$ cat config.mk
export PLATFORM = sky130hd
export DESIGN_NAME = cpu_affinity_target_select
export DESIGN_NICKNAME = d
export VERILOG_FILES = /design/src/rtl/core/cats_pkg.sv /design/src/rtl/core/cpu_affinity_target_select.sv
export SDC_FILE = /design/constraint.sdc
export NUM_CORES = 2
export LEC_CHECK = 0
export BUFFER_PORTS_ARGS = -buffer_cell sky130_fd_sc_hd__buf_4
export CORE_MARGIN = 5
export CORE_UTILIZATION = 64
export CTS_BUF_LIST = sky130_fd_sc_hd__clkbuf_8 sky130_fd_sc_hd__clkbuf_16
export CTS_CLUSTER_DIAMETER = 200
export DETAILED_ROUTE_END_ITERATION = 12
export PLACE_DENSITY = 0.85
export SETUP_SLACK_MARGIN = 0.4
export SLEW_MARGIN = 30
export SYNTH_ARGS = -nofsm -noshare
export SYNTH_HDL_FRONTEND = slang
export SYNTH_SLANG_ARGS = --single-unit
$ cat constraint.sdc
create_clock -name clk -period 11.6 [get_ports clk]
set_clock_uncertainty 0.1 [all_clocks]
set_input_delay 2.32 -clock clk [delete_from_list [all_inputs] [get_ports clk]]
set_output_delay 2.32 -clock clk [all_outputs]
set_load 0.1 [all_outputs]
$ cat src/rtl/core/cats_pkg.sv
`timescale 1ns / 1ps
`default_nettype none
// ----------------------------------------------------------------------------
// cats_pkg
// Types, codes and helper functions of the cpu affinity target selector.
// ----------------------------------------------------------------------------
package cats_pkg;

	localparam int CPU_COUNT = 64;
	localparam int MAP_BITS  = 64;

	localparam logic [63:0] CPU_MASK = (CPU_COUNT >= 64) ? {64{1'b1}} :
		((64'd1 << CPU_COUNT) - 64'd1);
	localparam logic [63:0] MAP_MASK = (MAP_BITS >= 64) ? {64{1'b1}} :
		((64'd1 << MAP_BITS) - 64'd1);
	localparam logic [5:0] GRAN_MASK = 6'(MAP_BITS - 1);

	localparam logic [5:0]  INFO_WORDS  = 6'd2;
	localparam logic [5:0]  PLACE_WORDS = 6'd5;
	localparam logic [5:0]  IDLE_WORDS  = 6'd3;
	localparam logic [31:0] PRIO_MAX    = 32'd255;
	localparam logic [23:0] OFFSET_MASK = 24'hffffff;

	localparam logic [63:0] ONLINE_RESET  = 64'd1;
	localparam logic [31:0] QUANTUM_RESET = 32'd10000;

	typedef enum logic [1:0] {
		MODE_INFO  = 2'd0,
		MODE_PLACE = 2'd1,
		MODE_IDLE  = 2'd2,
		MODE_NOSYS = 2'd3
	} mode_t;

	typedef enum logic [1:0] {
		ST_OK    = 2'd0,
		ST_INVAL = 2'd1,
		ST_NOSYS = 2'd2
	} status_t;

	typedef enum logic {
		REG_ONLINE  = 1'b0,
		REG_QUANTUM = 1'b1
	} reg_idx_t;

	// per-cpu view of a group bitmap: bit k takes group k >> gran
	function automatic logic [63:0] expand_map(input logic [63:0] map,
	                                           input logic [5:0] gran);
		logic [63:0] e;
		logic [5:0]  idx;
		e = '0;
		for (int k = 0; k < 64; k++) begin
			idx  = 6'(k) >> gran;
			e[k] = map[idx];
		end
		return e;
	endfunction

	// or together neighbor bits gran times, group d ends up in bit d
	function automatic logic [63:0] fold_groups(input logic [63:0] v,
	                                            input logic [2:0] gran);
		logic [63:0] cur;
		logic [63:0] nxt;
		cur = v;
		for (int j = 0; j < 6; j++) begin
			nxt = '0;
			for (int i = 0; i < 32; i++) begin
				nxt[i] = cur[2*i] | cur[2*i+1];
			end
			if (3'(j) < gran) begin
				cur = nxt;
			end
		end
		return cur;
	endfunction

	// lowest set bit
	function automatic logic [5:0] first_set(input logic [63:0] v);
		logic [5:0] idx;
		idx = '0;
		for (int i = 63; i >= 0; i--) begin
			if (v[i]) begin
				idx = 6'(i);
			end
		end
		return idx;
	endfunction

endpackage
`default_nettype wire

$ cat src/rtl/core/cpu_affinity_target_select.sv
`timescale 1ns / 1ps
`default_nettype none
// an accepted beat passes stage registers 1 to 4 in order to the master side
// throughput: one beat per cycle unless a full pipe waits on m_tready; each
// of the four stages holds one request, and empty stages fill during a stall
// reset: all stage valid bits clear, online_mask returns to 1 (cpu 0 only)
// and default_quantum to 10000
// ----------------------------------------------------------------------------
// cpu_affinity_target_select
// Four-stage pipeline that resolves an affinity set into a target cpu,
// reports online groups in info mode and clamps placement parameters.
// ----------------------------------------------------------------------------
module cpu_affinity_target_select (
	input  wire logic         clk,
	input  wire logic         arst_n,
	// config write port
	input  wire logic         cfg_we,
	input  wire logic [0:0]   cfg_index,
	input  wire logic [63:0]  cfg_data,
	// request stream
	input  wire logic         s_tvalid,
	output logic              s_tready,
	// mode, msg_words, thread_ok, set_offset, set_granularity, set_map,
	// thread_cpu, caller_cpu, priority_req, quantum, 5 pad bits
	input  wire logic [183:0] s_tdata,
	// result stream
	output logic              m_tvalid,
	input  wire logic         m_tready,
	// status, target_cpu, target_valid, priority_out, quantum_out,
	// group_map, cpu_total
	output logic [119:0]      m_tdata
);

	// ---------------- config registers ----------------
	logic [63:0] online_mask_q;
	logic [31:0] default_quantum_q;

	always_ff @(posedge clk or negedge arst_n) begin
		if (!arst_n) begin
			online_mask_q     <= cats_pkg::ONLINE_RESET;
			default_quantum_q <= cats_pkg::QUANTUM_RESET;
		end else if (cfg_we) begin
			case (cats_pkg::reg_idx_t'(cfg_index))
				cats_pkg::REG_ONLINE:  online_mask_q     <= cfg_data;
				cats_pkg::REG_QUANTUM: default_quantum_q <= cfg_data[31:0];
				default: ;
			endcase
		end
	end

	// ---------------- input unpack ----------------
	cats_pkg::mode_t in_mode;
	logic [5:0]      in_words;
	logic            in_thread_ok;
	logic [23:0]     in_offset;
	logic [5:0]      in_gran;
	logic [63:0]     in_map;
	logic [5:0]      in_tcpu;
	logic [5:0]      in_ccpu;
	logic [31:0]     in_prio;
	logic [31:0]     in_quant;

	assign in_mode      = cats_pkg::mode_t'(s_tdata[1:0]);
	assign in_words     = s_tdata[7:2];
	assign in_thread_ok = s_tdata[8];
	assign in_offset    = s_tdata[32:9];
	assign in_gran      = s_tdata[38:33];
	assign in_map       = s_tdata[102:39];
	assign in_tcpu      = s_tdata[108:103];
	assign in_ccpu      = s_tdata[114:109];
	assign in_prio      = s_tdata[146:115];
	assign in_quant     = s_tdata[178:147];

	// ---------------- stage enables ----------------
	logic v_s1, v_s2, v_s3, v_s4;
	logic en_s1, en_s2, en_s3, en_s4;

	assign en_s4    = !v_s4 || m_tready;
	assign en_s3    = !v_s3 || en_s4;
	assign en_s2    = !v_s2 || en_s3;
	assign en_s1    = !v_s1 || en_s2;
	assign s_tready = en_s1;
	assign m_tvalid = v_s4;

	always_ff @(posedge clk or negedge arst_n) begin
		if (!arst_n) begin
			v_s1 <= 1'b0;
			v_s2 <= 1'b0;
			v_s3 <= 1'b0;
			v_s4 <= 1'b0;
		end else begin
			if (en_s1) v_s1 <= s_tvalid;
			if (en_s2) v_s2 <= v_s1;
			if (en_s3) v_s3 <= v_s2;
			if (en_s4) v_s4 <= v_s3;
		end
	end

	// ---------------- stage 1: decode, offset and base ----------------
	logic [5:0]  gran_m;
	logic [23:0] off_c;
	logic [63:0] base_c;
	logic        words_ok_c;

	assign gran_m = in_gran & cats_pkg::GRAN_MASK;
	assign off_c  = in_offset & (cats_pkg::OFFSET_MASK << gran_m);
	assign base_c = {40'd0, off_c} << gran_m;

	always_comb begin
		case (in_mode)
			cats_pkg::MODE_INFO:  words_ok_c = in_words >= cats_pkg::INFO_WORDS;
			cats_pkg::MODE_PLACE: words_ok_c = (in_words >= cats_pkg::PLACE_WORDS)
			                                   && in_thread_ok;
			cats_pkg::MODE_IDLE:  words_ok_c = in_words >= cats_pkg::IDLE_WORDS;
			default:              words_ok_c = 1'b0;
		endcase
	end

	cats_pkg::mode_t mode_s1;
	logic        req_ok_s1;
	logic        base_ok_s1;
	logic [5:0]  base6_s1;
	logic        off_ok_s1;
	logic [5:0]  off6_s1;
	logic [2:0]  gfold_s1;
	logic [63:0] exp_s1;
	logic [5:0]  tcpu_s1;
	logic [5:0]  ccpu_s1;
	logic [7:0]  prio_s1;
	logic [31:0] quant_s1;

	always_ff @(posedge clk) begin
		if (en_s1) begin
			mode_s1    <= in_mode;
			req_ok_s1  <= words_ok_c;
			base_ok_s1 <= base_c < 64'(cats_pkg::CPU_COUNT);
			base6_s1   <= base_c[5:0];
			off_ok_s1  <= off_c[23:6] == '0;
			off6_s1    <= off_c[5:0];
			gfold_s1   <= (gran_m >= 6'd6) ? 3'd6 : gran_m[2:0];
			exp_s1     <= cats_pkg::expand_map(in_map & cats_pkg::MAP_MASK, gran_m);
			tcpu_s1    <= in_tcpu;
			ccpu_s1    <= in_ccpu;
			prio_s1    <= (in_prio > cats_pkg::PRIO_MAX) ? cats_pkg::PRIO_MAX[7:0]
			                                             : in_prio[7:0];
			quant_s1   <= (in_quant != '0) ? in_quant : default_quantum_q;
		end
	end

	// ---------------- stage 2: set membership ----------------
	logic [63:0] online_c;
	logic [63:0] memb_c;

	assign online_c = online_mask_q & cats_pkg::CPU_MASK;
	assign memb_c   = off_ok_s1 ? (exp_s1 << off6_s1) : '0;

	cats_pkg::mode_t mode_s2;
	logic        req_ok_s2;
	logic        base_ok_s2;
	logic [2:0]  gfold_s2;
	logic [63:0] cand_s2;
	logic [63:0] shifted_s2;
	logic        tin_s2;
	logic        cin_s2;
	logic [5:0]  tcpu_s2;
	logic [5:0]  ccpu_s2;
	logic [7:0]  prio_s2;
	logic [31:0] quant_s2;

	always_ff @(posedge clk) begin
		if (en_s2) begin
			mode_s2    <= mode_s1;
			req_ok_s2  <= req_ok_s1;
			base_ok_s2 <= base_ok_s1;
			gfold_s2   <= gfold_s1;
			cand_s2    <= memb_c & online_c;
			shifted_s2 <= online_c >> base6_s1;
			tin_s2     <= memb_c[tcpu_s1];
			cin_s2     <= memb_c[ccpu_s1];
			tcpu_s2    <= tcpu_s1;
			ccpu_s2    <= ccpu_s1;
			prio_s2    <= prio_s1;
			quant_s2   <= quant_s1;
		end
	end

	// ---------------- stage 3: first cpu and group fold ----------------
	cats_pkg::mode_t mode_s3;
	logic        req_ok_s3;
	logic        base_ok_s3;
	logic [5:0]  first_s3;
	logic        found_s3;
	logic [63:0] gmap_s3;
	logic        tin_s3;
	logic        cin_s3;
	logic [5:0]  tcpu_s3;
	logic [5:0]  ccpu_s3;
	logic [7:0]  prio_s3;
	logic [31:0] quant_s3;

	always_ff @(posedge clk) begin
		if (en_s3) begin
			mode_s3    <= mode_s2;
			req_ok_s3  <= req_ok_s2;
			base_ok_s3 <= base_ok_s2;
			first_s3   <= cats_pkg::first_set(cand_s2);
			found_s3   <= cand_s2 != '0;
			gmap_s3    <= cats_pkg::fold_groups(shifted_s2, gfold_s2) & cats_pkg::MAP_MASK;
			tin_s3     <= tin_s2;
			cin_s3     <= cin_s2;
			tcpu_s3    <= tcpu_s2;
			ccpu_s3    <= ccpu_s2;
			prio_s3    <= prio_s2;
			quant_s3   <= quant_s2;
		end
	end

	// ---------------- stage 4: result select ----------------
	cats_pkg::status_t st_c;
	logic [5:0]  tgt_c;
	logic        tval_c;
	logic [7:0]  pout_c;
	logic [31:0] qout_c;
	logic [63:0] gmap_c;
	logic [6:0]  total_c;

	always_comb begin
		st_c    = cats_pkg::ST_OK;
		tgt_c   = '0;
		tval_c  = 1'b0;
		pout_c  = '0;
		qout_c  = '0;
		gmap_c  = '0;
		total_c = '0;
		case (mode_s3)
			cats_pkg::MODE_INFO: begin
				if (!req_ok_s3 || !base_ok_s3) begin
					st_c = cats_pkg::ST_INVAL;
				end else begin
					gmap_c  = gmap_s3;
					total_c = 7'(cats_pkg::CPU_COUNT);
				end
			end
			cats_pkg::MODE_PLACE: begin
				if (!req_ok_s3) begin
					st_c = cats_pkg::ST_INVAL;
				end else begin
					// keep the thread's cpu, then the caller's, then first online
					if (tin_s3) begin
						tgt_c  = tcpu_s3;
						tval_c = 1'b1;
					end else if (cin_s3) begin
						tgt_c  = ccpu_s3;
						tval_c = 1'b1;
					end else if (found_s3) begin
						tgt_c  = first_s3;
						tval_c = 1'b1;
					end
					pout_c = prio_s3;
					qout_c = quant_s3;
				end
			end
			cats_pkg::MODE_IDLE: begin
				if (!req_ok_s3 || !found_s3) begin
					st_c = cats_pkg::ST_INVAL;
				end else begin
					tgt_c  = first_s3;
					tval_c = 1'b1;
				end
			end
			default: st_c = cats_pkg::ST_NOSYS;
		endcase
	end

	cats_pkg::status_t status_s4;
	logic [5:0]  tgt_s4;
	logic        tval_s4;
	logic [7:0]  pout_s4;
	logic [31:0] qout_s4;
	logic [63:0] gmap_s4;
	logic [6:0]  total_s4;

	always_ff @(posedge clk) begin
		if (en_s4) begin
			status_s4 <= st_c;
			tgt_s4    <= tgt_c;
			tval_s4   <= tval_c;
			pout_s4   <= pout_c;
			qout_s4   <= qout_c;
			gmap_s4   <= gmap_c;
			total_s4  <= total_c;
		end
	end

	assign m_tdata = {total_s4, gmap_s4, qout_s4, pout_s4, tval_s4, tgt_s4, status_s4};

	// ---------------- assertions ----------------
	a_accept_enters_s1: assert property (@(posedge clk) disable iff (!arst_n)
		(s_tvalid && s_tready) |=> v_s1)
		else $error("accepted beat did not enter stage 1");

	a_stall_holds_s2: assert property (@(posedge clk) disable iff (!arst_n)
		(v_s2 && !en_s2) |=> v_s2)
		else $error("stalled stage 2 beat was dropped");

	a_error_fields_zero: assert property (@(posedge clk) disable iff (!arst_n)
		(v_s4 && status_s4 != cats_pkg::ST_OK) |->
		(!tval_s4 && qout_s4 == '0 && gmap_s4 == '0 && total_s4 == '0))
		else $error("error result carries nonzero fields");

	a_gmap_info_only: assert property (@(posedge clk) disable iff (!arst_n)
		(v_s4 && gmap_s4 != '0) |-> (total_s4 == 7'(cats_pkg::CPU_COUNT)))
		else $error("group map set outside an ok info result");

endmodule
`default_nettype wire
==> key figures <==
Run status
  – Status: finished, final reports clean

STA
  – Max-slew violations: 0
  – Final hold violation count: 0
  – Fin crit share: 54.46%
  – Total negative slack: 0 ns
  – Relative slew slack: 24.79%
  – Worst slew pin tran: 1.116 ns
  – Tmin final: 6.317 ns
  – RSZ-0062 raised after global routing: false
  – # setup viols final: 0
  – Fmax: 158.3 MHz

Clocking
  – TritonCTS buffer count: 68
  – Clk buf depth: 3
  – Clock latency on the worst-skew pair: 0.63 ns
  – CTS sink count: 668
  – Cts repair resizes: 0
  – Clk root buf: clkbuf_16
  – Postcts setup bufs: 0
  – Clk pin slew, worst setup/hold paths: 0.06 ns
  – Hold-fix buffers, CTS: 0
  – H-tree depth: 3
  – TritonCTS clock tree: built

Drt
  – Pre-antenna DRT Iters: 7
  – Final ANT Viol Nets: 0
  – Via count: 31.78k
  – Vias/cell: 6.950
  – Post-Route WL: 128.3 mm
  – DRC viols: 0
  – WL/cell: 28.05 um
  – Iteration-0 DRC Markers: 4650

Setup path
  – Most frequent CP cell: buf_4
  – CP top delay family: simple AND/OR/NAND/NOR gates
  – Critical Path Fanout Max: 33
  – Slowest stage cell, crit path: nor2b_1
  – Worst R2R Path Depth: 13
  – FF-to-FF End: tin_s2
  – Crit path launch type: primary input
  – Critical Path RT: 9.18 ns
  – Crit Path Class: primary input to output port
  – CP endpoint kind: output port
  – CP max stage delay: 0.57 ns
  – Worst Path Arrival: 3.90 ns
  – Worst Setup SP: m_tready
  – Reg2reg setup slack: 6.76 ns
  – CP Buf/Inv Count: 3
  – Worst R2R Start: off6_s1[2]
  – Critical path cell sequence: buf_4 > nor2b_1 > nand4_1 > buf_4 > buf_4

Floorplanning
  – Row count: 90
  – Die Wd: 257.2 um
  – DIE AREA: 66140 um^2
  – Number of top-level pins: 376
  – Core Area: 60470 um^2
  – Initial Util: 64.67%
  – Die height: 257.2 um

Logic synthesis
  – Yosys top cell area share: 43.62%
  – Cell variety after synth: 94
  – Top post-synthesis cells by area: edfxtp_1, mux4_2, dfrtp_1
  – Ys async rst share: 14.97%
  – Yosys Warn Count: 0
  – #FFs+latches synth: 668
  – Post-synth EDFFs: 568
  – Commonest cells in the netlist: edfxtp_1, nand2_1, nor2_1, a21oi_1, mux2i_1
  – Cell Area, Synth: 39110 um^2
  – Post-synthesis sequential area ratio: 50.04%
  – Post-Syn Area per Cell: 11.19 um^2
  – Most frequent cell after synthesis: edfxtp_1
  – Post-Synthesis Cells: 3495
  – Post-synth top flop: edfxtp_1
  – Yosys top cell by area: edfxtp_1

Place
  – Final HPWL DP: 91.58 mm
  – Port buffer count: 364
  – RePlAce Congestion: 1.038

Min path
  – Worst hold endpoint: prio_s2[3]
  – Hold Path Origin: prio_s1[3]
  – WHS Path Cells: 0
  – Hold WC Path Type: flop to flop

Global routing
  – Vias in the first global route: 30.41k
  – First-pass GRT wire length: 191.1 mm
  – Grt total ovfl: 0
  – Antenna violations before repair: 2
  – Largest net degree at the start of global routing: 126
  – GRT Total Usage: 37.55%

Pwr
  – Leak pwr: 17.69 nW
  – Max VDD drop: 0.1353 mV
  – Power Density: 172.4 nW/um^2

Cells and area
  – Finished Core Util: 73.67%
  – Filler cells: 3990
  – Area Overhead vs Synth: 13.92%
  – Nets: 3993
  – Reg area: 19570 um^2
  – Share of cells above drive strength 1: 24.22%
  – Area of the multi-input gates: 18280 um^2

Flow run
  – Max_cap viols: 0
==> final cells by class <==
type / instances / share of cell area, %
Antenna cell: 1 / 0.005617
Clock buffer: 74 / 4.056
Clock inverter: 51 / 1.045
Inverter: 53 / 0.4522
Multi-Input combinational cell: 2519 / 41.04
Sequential cell: 668 / 43.92
Tap cell: 782 / 2.196
Timing Repair Buffer: 425 / 7.286
==> metrics by stage <==
stage                     instances  area [um^2]  total power, mW  setup WS, ns  hold WS [ns]
after floorplan                3500        39120            4.710         2.042        0.3003
after global placement         4445        42210            5.356         5.376        0.3003
after detailed placement       4445        42220            5.404         5.331        0.3045
after CTS                      4570        44490            7.621         5.297        0.3037
after global routing           4572        44550            7.937         5.185        0.3076
final                          4573        44550            7.679         5.283        0.3068
==> report_power, final <==
group	switching (mW)	internal, mW	leakage [nW]
Clock	0.966	1.26	1.16
Combinational	1.39	0.751	9.44
Sequential	0.298	3.02	7.09
Total	2.65	5.03	17.7
==> how the worst max path moves through the flow <==
| stage | end | depth (start not counted) |
|---|---|---|
| 3_3_place_gp | exp_s1[44] | 12 |
| 2_1_floorplan | s_tready | 2 |
| 5_1_grt | s_tready | 5 |
| 6_report | s_tready | 5 |
| 4_1_cts | s_tready | 5 |
| 3_5_place_dp | s_tready | 5 |
==> state kept, by name (all words and copies together) (netlist names), 8 cells and up <==
| signal | flops |
|---|---|
| gmap_s3 | 64 |
| quant_s2 | 32 |
| online_c | 64 |
| prio_s1 | 8 |
| exp_s1 | 64 |
| default_quantum_q | 32 |
| prio_s2 | 8 |
| cand_s2 | 64 |
| qout_s4 | 32 |
| shifted_s2 | 64 |
| gmap_s4 | 64 |
| quant_s3 | 32 |
| quant_s1 | 32 |
| prio_s3 | 8 |
| pout_s4 | 8 |
==> worst register-to-register path: cells and delay by family (launching register included) <==
kind	cells	cell delay (ns)
compound gates	6	1.82
buf+inv	4	1.55
flops	1	0.34
mux	2	0.65
simple gates	1	0.11
==> metal layers <==
metal / routed length [um] / up-vias / track usage, %
met1: 47140 / 15360 / 51.43
met5: 18 / - / 0
met4: 7473 / 2 / 17.58
li1: - / 13740 / -
met3: 14360 / 449 / 7.412
met2: 59280 / 2229 / 58.72
==> cells in the final DEF (no fill, tap or decap), types with 17 or more instances in the layout <==
master,netlist,layout
nor4_1,28,28
nand3_1,56,55
a21o_1,44,44
o31ai_1,17,17
o21ai_0,176,176
nor3_1,44,43
nor2b_1,42,40
o22ai_1,50,50
a211oi_1,48,48
nand2b_1,22,22
a31oi_1,26,26
mux2i_1,194,194
nor2_1,346,344
and3_1,88,88
buf_4,16,418
a22oi_1,29,29
a21oi_1,199,199
edfxtp_1,568,568
mux4_2,151,151
nand2_1,362,361
clkbuf_16,0,70
and2_1,149,149
inv_1,46,57
mux2_2,185,185
dfrtp_1,94,94
==> kinds of logic (layout without fill, tap and decap cells) <==
group	Yosys count	count (layout)	synth area share [%]
multiplexers	532	532	19.09
buffers and inverters	313	603	3.372
flip-flops	668	668	50.04
other	1	7	0.009590
AND/OR/NAND/NOR	1200	1200	14.51
AO/OA/AOI/OAI	775	775	12.81
adder cells (fa/ha/maj)	6	6	0.1792
No activity file was read; power rests on OpenSTA's default activity.
